<file path="config.mk">
export PLATFORM = sky130hd
export DESIGN_NAME = rvx_front
export DESIGN_NICKNAME = d
export VERILOG_FILES = /design/src/sv/rvx_pkg.sv /design/src/sv/rvx_front.sv
export SDC_FILE = /design/constraint.sdc
export NUM_CORES = 1
export LEC_CHECK = 0
export ABC_AREA = 1
export BUFFER_PORTS_ARGS = -buffer_cell sky130_fd_sc_hd__buf_2
export CAP_MARGIN = 20
export CELL_PAD_IN_SITES_DETAIL_PLACEMENT = 0
export CELL_PAD_IN_SITES_GLOBAL_PLACEMENT = 2
export CORE_MARGIN = 1
export CORE_UTILIZATION = 35
export DETAILED_ROUTE_END_ITERATION = 6
export GPL_TIMING_DRIVEN = 0
export MAX_ROUTING_LAYER = met4
export PLACE_DENSITY = 0.89
export SYNTH_ARGS = -nofsm -noshare
export SYNTH_HDL_FRONTEND = slang
export SYNTH_SLANG_ARGS = --single-unit
</file>
<file path="constraint.sdc">
create_clock -name clk -period 5.05 [get_ports clk]
set_input_delay 0 -clock clk [delete_from_list [all_inputs] [get_ports clk]]
set_output_delay 0 -clock clk [all_outputs]
set_load 0.02 [all_outputs]
</file>
<file path="src/sv/rvx_pkg.sv">
// rvx_pkg: shared types, opcodes and fault codes for the RV32I executor.
// No dependencies.
`timescale 1ns / 1ps
`default_nettype none
package rvx_pkg;

    localparam int DMEM_BYTES_DEF = 65536;

    localparam logic [6:0] OPC_LUI    = 7'b0110111;
    localparam logic [6:0] OPC_AUIPC  = 7'b0010111;
    localparam logic [6:0] OPC_JAL    = 7'b1101111;
    localparam logic [6:0] OPC_JALR   = 7'b1100111;
    localparam logic [6:0] OPC_BRANCH = 7'b1100011;
    localparam logic [6:0] OPC_LOAD   = 7'b0000011;
    localparam logic [6:0] OPC_STORE  = 7'b0100011;
    localparam logic [6:0] OPC_OPIMM  = 7'b0010011;
    localparam logic [6:0] OPC_OP     = 7'b0110011;
    localparam logic [6:0] OPC_FENCE  = 7'b0001111;
    localparam logic [6:0] OPC_SYSTEM = 7'b1110011;
    localparam logic [6:0] F7_ALT     = 7'b0100000;

    localparam logic [2:0] FAULT_OK     = 3'd0;
    localparam logic [2:0] FAULT_ILL    = 3'd1;
    localparam logic [2:0] FAULT_ALIGN  = 3'd2;
    localparam logic [2:0] FAULT_WINDOW = 3'd3;
    localparam logic [2:0] FAULT_SYS    = 3'd4;

    localparam logic [1:0] CFG_START_PC = 2'd0;
    localparam logic [1:0] CFG_QUIT_PC  = 2'd1;
    localparam logic [1:0] CFG_MEM_BASE = 2'd2;

    typedef enum logic [3:0] {
        K_PRELOAD,
        K_LUI,
        K_AUIPC,
        K_JAL,
        K_JALR,
        K_BRANCH,
        K_LOAD,
        K_STORE,
        K_OPIMM,
        K_OP,
        K_NOP,
        K_BAD
    } kind_t;

    typedef struct packed {
        logic        cmd;
        logic [31:0] instr;
        logic [15:0] preload_offset;
        logic [7:0]  preload_byte;
    } in_word_t;

    typedef struct packed {
        logic [31:0] next_pc;
        logic [4:0]  dest_index;
        logic [31:0] dest_value;
        logic        dest_write;
        logic [2:0]  fault;
        logic        at_end;
    } out_word_t;

    typedef struct packed {
        kind_t       kind;
        logic [2:0]  f3;
        logic        alt;
        logic [4:0]  rd;
        logic [4:0]  rs1;
        logic [4:0]  rs2;
        logic [31:0] imm;
        logic [15:0] pre_off;
        logic [7:0]  pre_byte;
        logic [2:0]  fault;
    } dec_t;

endpackage
`default_nettype wire

</file>
<file path="src/sv/rvx_front.sv">
// rvx_front: accepts input words, decodes and classifies them, queues them.
// Depends on rvx_pkg.
`timescale 1ns / 1ps
`default_nettype none
module rvx_front (
    input  wire logic              clk,
    input  wire logic              rst_n,
    input  wire logic              push,
    output logic                   full,
    input  wire rvx_pkg::in_word_t item,
    input  wire logic              deq,
    output logic                   dec_valid,
    output rvx_pkg::dec_t          dec
);
    import rvx_pkg::*;

    dec_t       q_reg [2];
    logic       wptr_reg, rptr_reg;
    logic [1:0] cnt_reg;
    dec_t       d;
    logic       acc, take;
    logic [31:0] ins;
    logic [2:0]  f3;
    logic [6:0]  f7;

    assign ins = item.instr;
    assign f3  = ins[14:12];
    assign f7  = ins[31:25];

    always_comb
    begin
        d          = '0;
        d.f3       = f3;
        d.alt      = (f7 == F7_ALT);
        d.rd       = ins[11:7];
        d.rs1      = ins[19:15];
        d.rs2      = ins[24:20];
        d.pre_off  = item.preload_offset;
        d.pre_byte = item.preload_byte;
        d.fault    = FAULT_OK;
        d.imm      = {{20{ins[31]}}, ins[31:20]};
        d.kind     = K_BAD;
        if (item.cmd)
        begin
            d.kind = K_PRELOAD;
        end
        else
        begin
            unique case (ins[6:0])
                OPC_LUI:
                begin
                    d.kind = K_LUI;
                    d.imm  = {ins[31:12], 12'b0};
                end
                OPC_AUIPC:
                begin
                    d.kind = K_AUIPC;
                    d.imm  = {ins[31:12], 12'b0};
                end
                OPC_JAL:
                begin
                    d.kind = K_JAL;
                    d.imm  = {{11{ins[31]}}, ins[31], ins[19:12], ins[20], ins[30:21], 1'b0};
                end
                OPC_JALR:
                begin
                    d.kind = K_JALR;
                    if (f3 != 3'd0) d.fault = FAULT_ILL;
                end
                OPC_BRANCH:
                begin
                    d.kind = K_BRANCH;
                    d.imm  = {{19{ins[31]}}, ins[31], ins[7], ins[30:25], ins[11:8], 1'b0};
                    if (f3[2:1] == 2'd1) d.fault = FAULT_ILL;
                end
                OPC_LOAD:
                begin
                    d.kind = K_LOAD;
                    if (f3[1:0] == 2'd3 || f3 == 3'd6) d.fault = FAULT_ILL;
                end
                OPC_STORE:
                begin
                    d.kind = K_STORE;
                    d.imm  = {{20{ins[31]}}, ins[31:25], ins[11:7]};
                    if (f3 > 3'd2) d.fault = FAULT_ILL;
                end
                OPC_OPIMM:
                begin
                    d.kind = K_OPIMM;
                    if ((f3 == 3'd1 && f7 != 7'd0)
                        || (f3 == 3'd5 && f7 != 7'd0 && f7 != F7_ALT))
                        d.fault = FAULT_ILL;
                end
                OPC_OP:
                begin
                    d.kind = K_OP;
                    if (f7 != 7'd0 && !((f3 == 3'd0 || f3 == 3'd5) && f7 == F7_ALT))
                        d.fault = FAULT_ILL;
                end
                OPC_FENCE:
                begin
                    d.kind = K_NOP;
                    if (f3 != 3'd0) d.fault = FAULT_ILL;
                end
                OPC_SYSTEM:
                begin
                    d.fault = FAULT_SYS;
                end
                default:
                begin
                    d.fault = FAULT_ILL;
                end
            endcase
            if (d.fault != FAULT_OK) d.kind = K_BAD;
        end
    end

    assign full      = (cnt_reg == 2'd2);
    assign dec_valid = (cnt_reg != 2'd0);
    assign dec       = q_reg[rptr_reg];
    assign acc       = push && !full;
    assign take      = deq && dec_valid;

    always_ff @(posedge clk)
    begin
        if (acc) q_reg[wptr_reg] <= d;
    end

    always_ff @(posedge clk or negedge rst_n)
    begin
        if (!rst_n)
        begin
            wptr_reg <= 1'b0;
            rptr_reg <= 1'b0;
            cnt_reg  <= 2'd0;
        end
        else
        begin
            if (acc) wptr_reg <= ~wptr_reg;
            if (take) rptr_reg <= ~rptr_reg;
            cnt_reg <= cnt_reg + 2'(acc) - 2'(take);
        end
    end

endmodule
`default_nettype wire

</file>
==> reports/qor.yml <==
rsz0062_at_grt: "no"
p_per_area_nw_per_um2: 560
setup_violations: 0
path_buf_inv: 3
via_count: 4885
synthCells: 621
finalWorstSetupSlack_ps: 2830
synth-seq-cells: 166
largest_reg_flops: 162
endpoint: "q_reg[1][74]$_DFFE_PP_"
path_class: "reg2reg"
crit_path_start_kind: "register"
drive_above_1_share_pct: 25.1
first_pass_iters: 5
peakVddDrop_mv: 0.264
yosysSeqAreaShare_pct: 71.4
n_fill_cell: 1805
antenna_found_initial: 0
synth_fa_ha_area_share_pct: 0.360
finalHoldViolCount: 0
whs_ps: 78.3
maxCapViolations: 0
reg2reg_to: "q_reg[1][74]$_DFFE_PP_"
r2r_start: "cnt_reg[1]$_DFF_PN0_"
grt_max_degree: 29
synth_top_family_by_area: "simple AND/OR/NAND/NOR gates"
synth-simple-area-share_pct: 21.1
worst_path_largest_cell_delay_ps: 680
required_ps: 5160
nNetsFinal: 902
netlist_area_um2: 6960
maxClockFrequency_mhz: 451
synth-compound-area-share_pct: 2.99
worst_setup_path_end_kind: "register"
synth_mux_area_share_pct: 0
drv_slew: 0
synth_ff_type: "edfxtp_1"
finalWirelength_um: 16200
critical-path-top-delay-family: "simple AND/OR/NAND/NOR gates"
worst_pin_slew_ps: 902
synth_xor_area_share_pct: 0.504
vias_per_cell: 4.37
wl_per_cell_um: 14.5
rows: 51
fp.dieH_um: 143
cts_buffer_depth: 2
worstPathMaxFanout: 23
overflow: 0
htreeDepth: 4
avgSynthCellArea_um2: 11.2
ant_nets: 0
hold_depth: 2
fin_skew_ps: 8.74
status: "finished, final reports clean"
leakagePower_nw: 4.00
mostFrequentLayoutCells: "nand2_1 (284), edfxtp_1 (162), buf_2 (144)"
drtIter0Drc: 251
syn_nets: 684
ys_warn_count: 0
grt_usage_pct: 17.0
cts_root_buf: "clkbuf_16"
synthArstFlopShare_pct: 2.41
period_share_pct: 43.9
synthToLayoutAreaGrowth_pct: 33.3
cts_tree: "built"
worstHoldPathType: "in2reg"
crit_start: "cnt_reg[1]$_DFF_PN0_"
r2r_cells: 5
post_cts_resized: 0
clk_latency_ps: 420
r2r_setup_slack_ps: 2830
numPortBuffers: 142
final_core_util_pct: 47.7
core_area_um2: 19500
mostFrequentLayoutCell: "nand2_1"
timing.critical_path.cells: "inv_1 -> o21ai_0 -> nor2_4 -> buf_16 -> buf_12"
cp_data_arrival_time_ps: 2330
gp_congestion: 0.842
slowest_stage: "nor2_4"
cts.sinks: 166
antenna_cells: 0
synth_edf_count: 162
critical_path_depth: 5
drc_errors: 0
die_w_um: 143
grt_pass1_wl_um: 24800
cts_made_buffers: 17
start_util_pct: 35.7
first_global_vias: 4682
io_pins: 145
ys_types: 34
clk_pin_slew_ps: 60
post-route-min-period_ps: 2220
die_area_um2: 20400
dp_slack_ps: 2790
hpwl_um: 11400
slew_headroom_pct: 39.7
==> cell usage after synthesis, types with 2 or more instances <==
| cell | n | area (um^2) |
|---|---|---|
| nor2_2 | 3 | 18.8 |
| o21ai_1 | 4 | 20.0 |
| clkbuf_1 | 6 | 22.5 |
| dfrtp_1 | 4 | 100 |
| edfxtp_1 | 162 | 4860 |
| nand2_1 | 284 | 1070 |
| buf_2 | 2 | 10.0 |
| o211ai_1 | 11 | 82.6 |
| nand2_2 | 4 | 25.0 |
| inv_2 | 8 | 30.0 |
| o21ai_0 | 5 | 25.0 |
| nor3_1 | 4 | 20.0 |
| xor2_1 | 3 | 26.3 |
| nand3_2 | 2 | 20.0 |
| nand2_4 | 4 | 45.0 |
| inv_1 | 35 | 131 |
| a21oi_1 | 2 | 10.0 |
| nor2_4 | 4 | 45.0 |
| ha_1 | 2 | 25.0 |
| o31ai_1 | 3 | 22.5 |
| nand3_1 | 21 | 105 |
| nor2_1 | 25 | 93.8 |
| buf_1 | 12 | 45.0 |
==> final cells by class <==
class	instances	area (um^2)	share of cell area, %
multi-input combinational	390	1750	18.9
timing repair buffer	199	1350	14.5
clock inverter	12	179	1.93
inverter	43	161	1.74
sequential	166	4960	53.5
buffer	22	90.1	0.971
tap	265	332	3.58
clock buffer	20	447	4.82
==> how the worst min path moves through the flow <==
stage / start / end / slack, ps
after CTS: item[56] / q_reg[0][80]$_DFFE_PP_ / 70
final: item[56] / q_reg[1][79]$_DFFE_PP_ / 80
after global routing: item[56] / q_reg[0][80]$_DFFE_PP_ / 80
after detailed placement: rst_n / cnt_reg[1]$_DFF_PN0_ / -180
after global placement: rst_n / cnt_reg[1]$_DFF_PN0_ / -190
after floorplan: rst_n / cnt_reg[0]$_DFF_PN0_ / -300
==> kinds of logic after synthesis <==
kind of cell,Yosys count
DFF,166
other,1
xor gates and xnor gates,4
AOI/OAI and AO/OA,29
adders and majority gates,2
buffers and inverters,65
and+or+nand+nor,354
==> metrics by stage <==
step	cells	power (mW)	setup TNS [ps]	instance area, um^2
5_1_grt	1117	5.51	0	9270
3_3_place_gp	1028	3.86	-265250	8000
2_1_floorplan	621	3.15	0	6960
4_1_cts	1117	5.28	0	9270
6_report	1117	5.19	0	9270
3_5_place_dp	1033	3.89	0	8130
==> power breakdown <==
group / switching (mW) / total (mW) / internal, mW
clock network: 0.510 / 1.35 / 0.841
logic: 1.33 / 1.89 / 0.554
registers: 0.0663 / 1.95 / 1.89
total: 1.91 / 5.19 / 3.28
==> routing by layer <==
layer	wire [um]	GRT usage (%)	part of all wire [%]	up-vias
met2	8000	27.7	49	118
li1	-	-	-	2506
met5	0	-	0	-
met4	138	4.70	0.85	0
met3	758	3.72	4.7	9
met1	7330	21.4	45	2252
==> timing repair <==
| action | in CTS | in global routing |
|---|---|---|
| hold endpoints to repair | 115 | 0 |
| hold buffers | 52 | 0 |
| setup buffers | 0 | 0 |
Note: power is estimated with default switching activity, not from simulation.
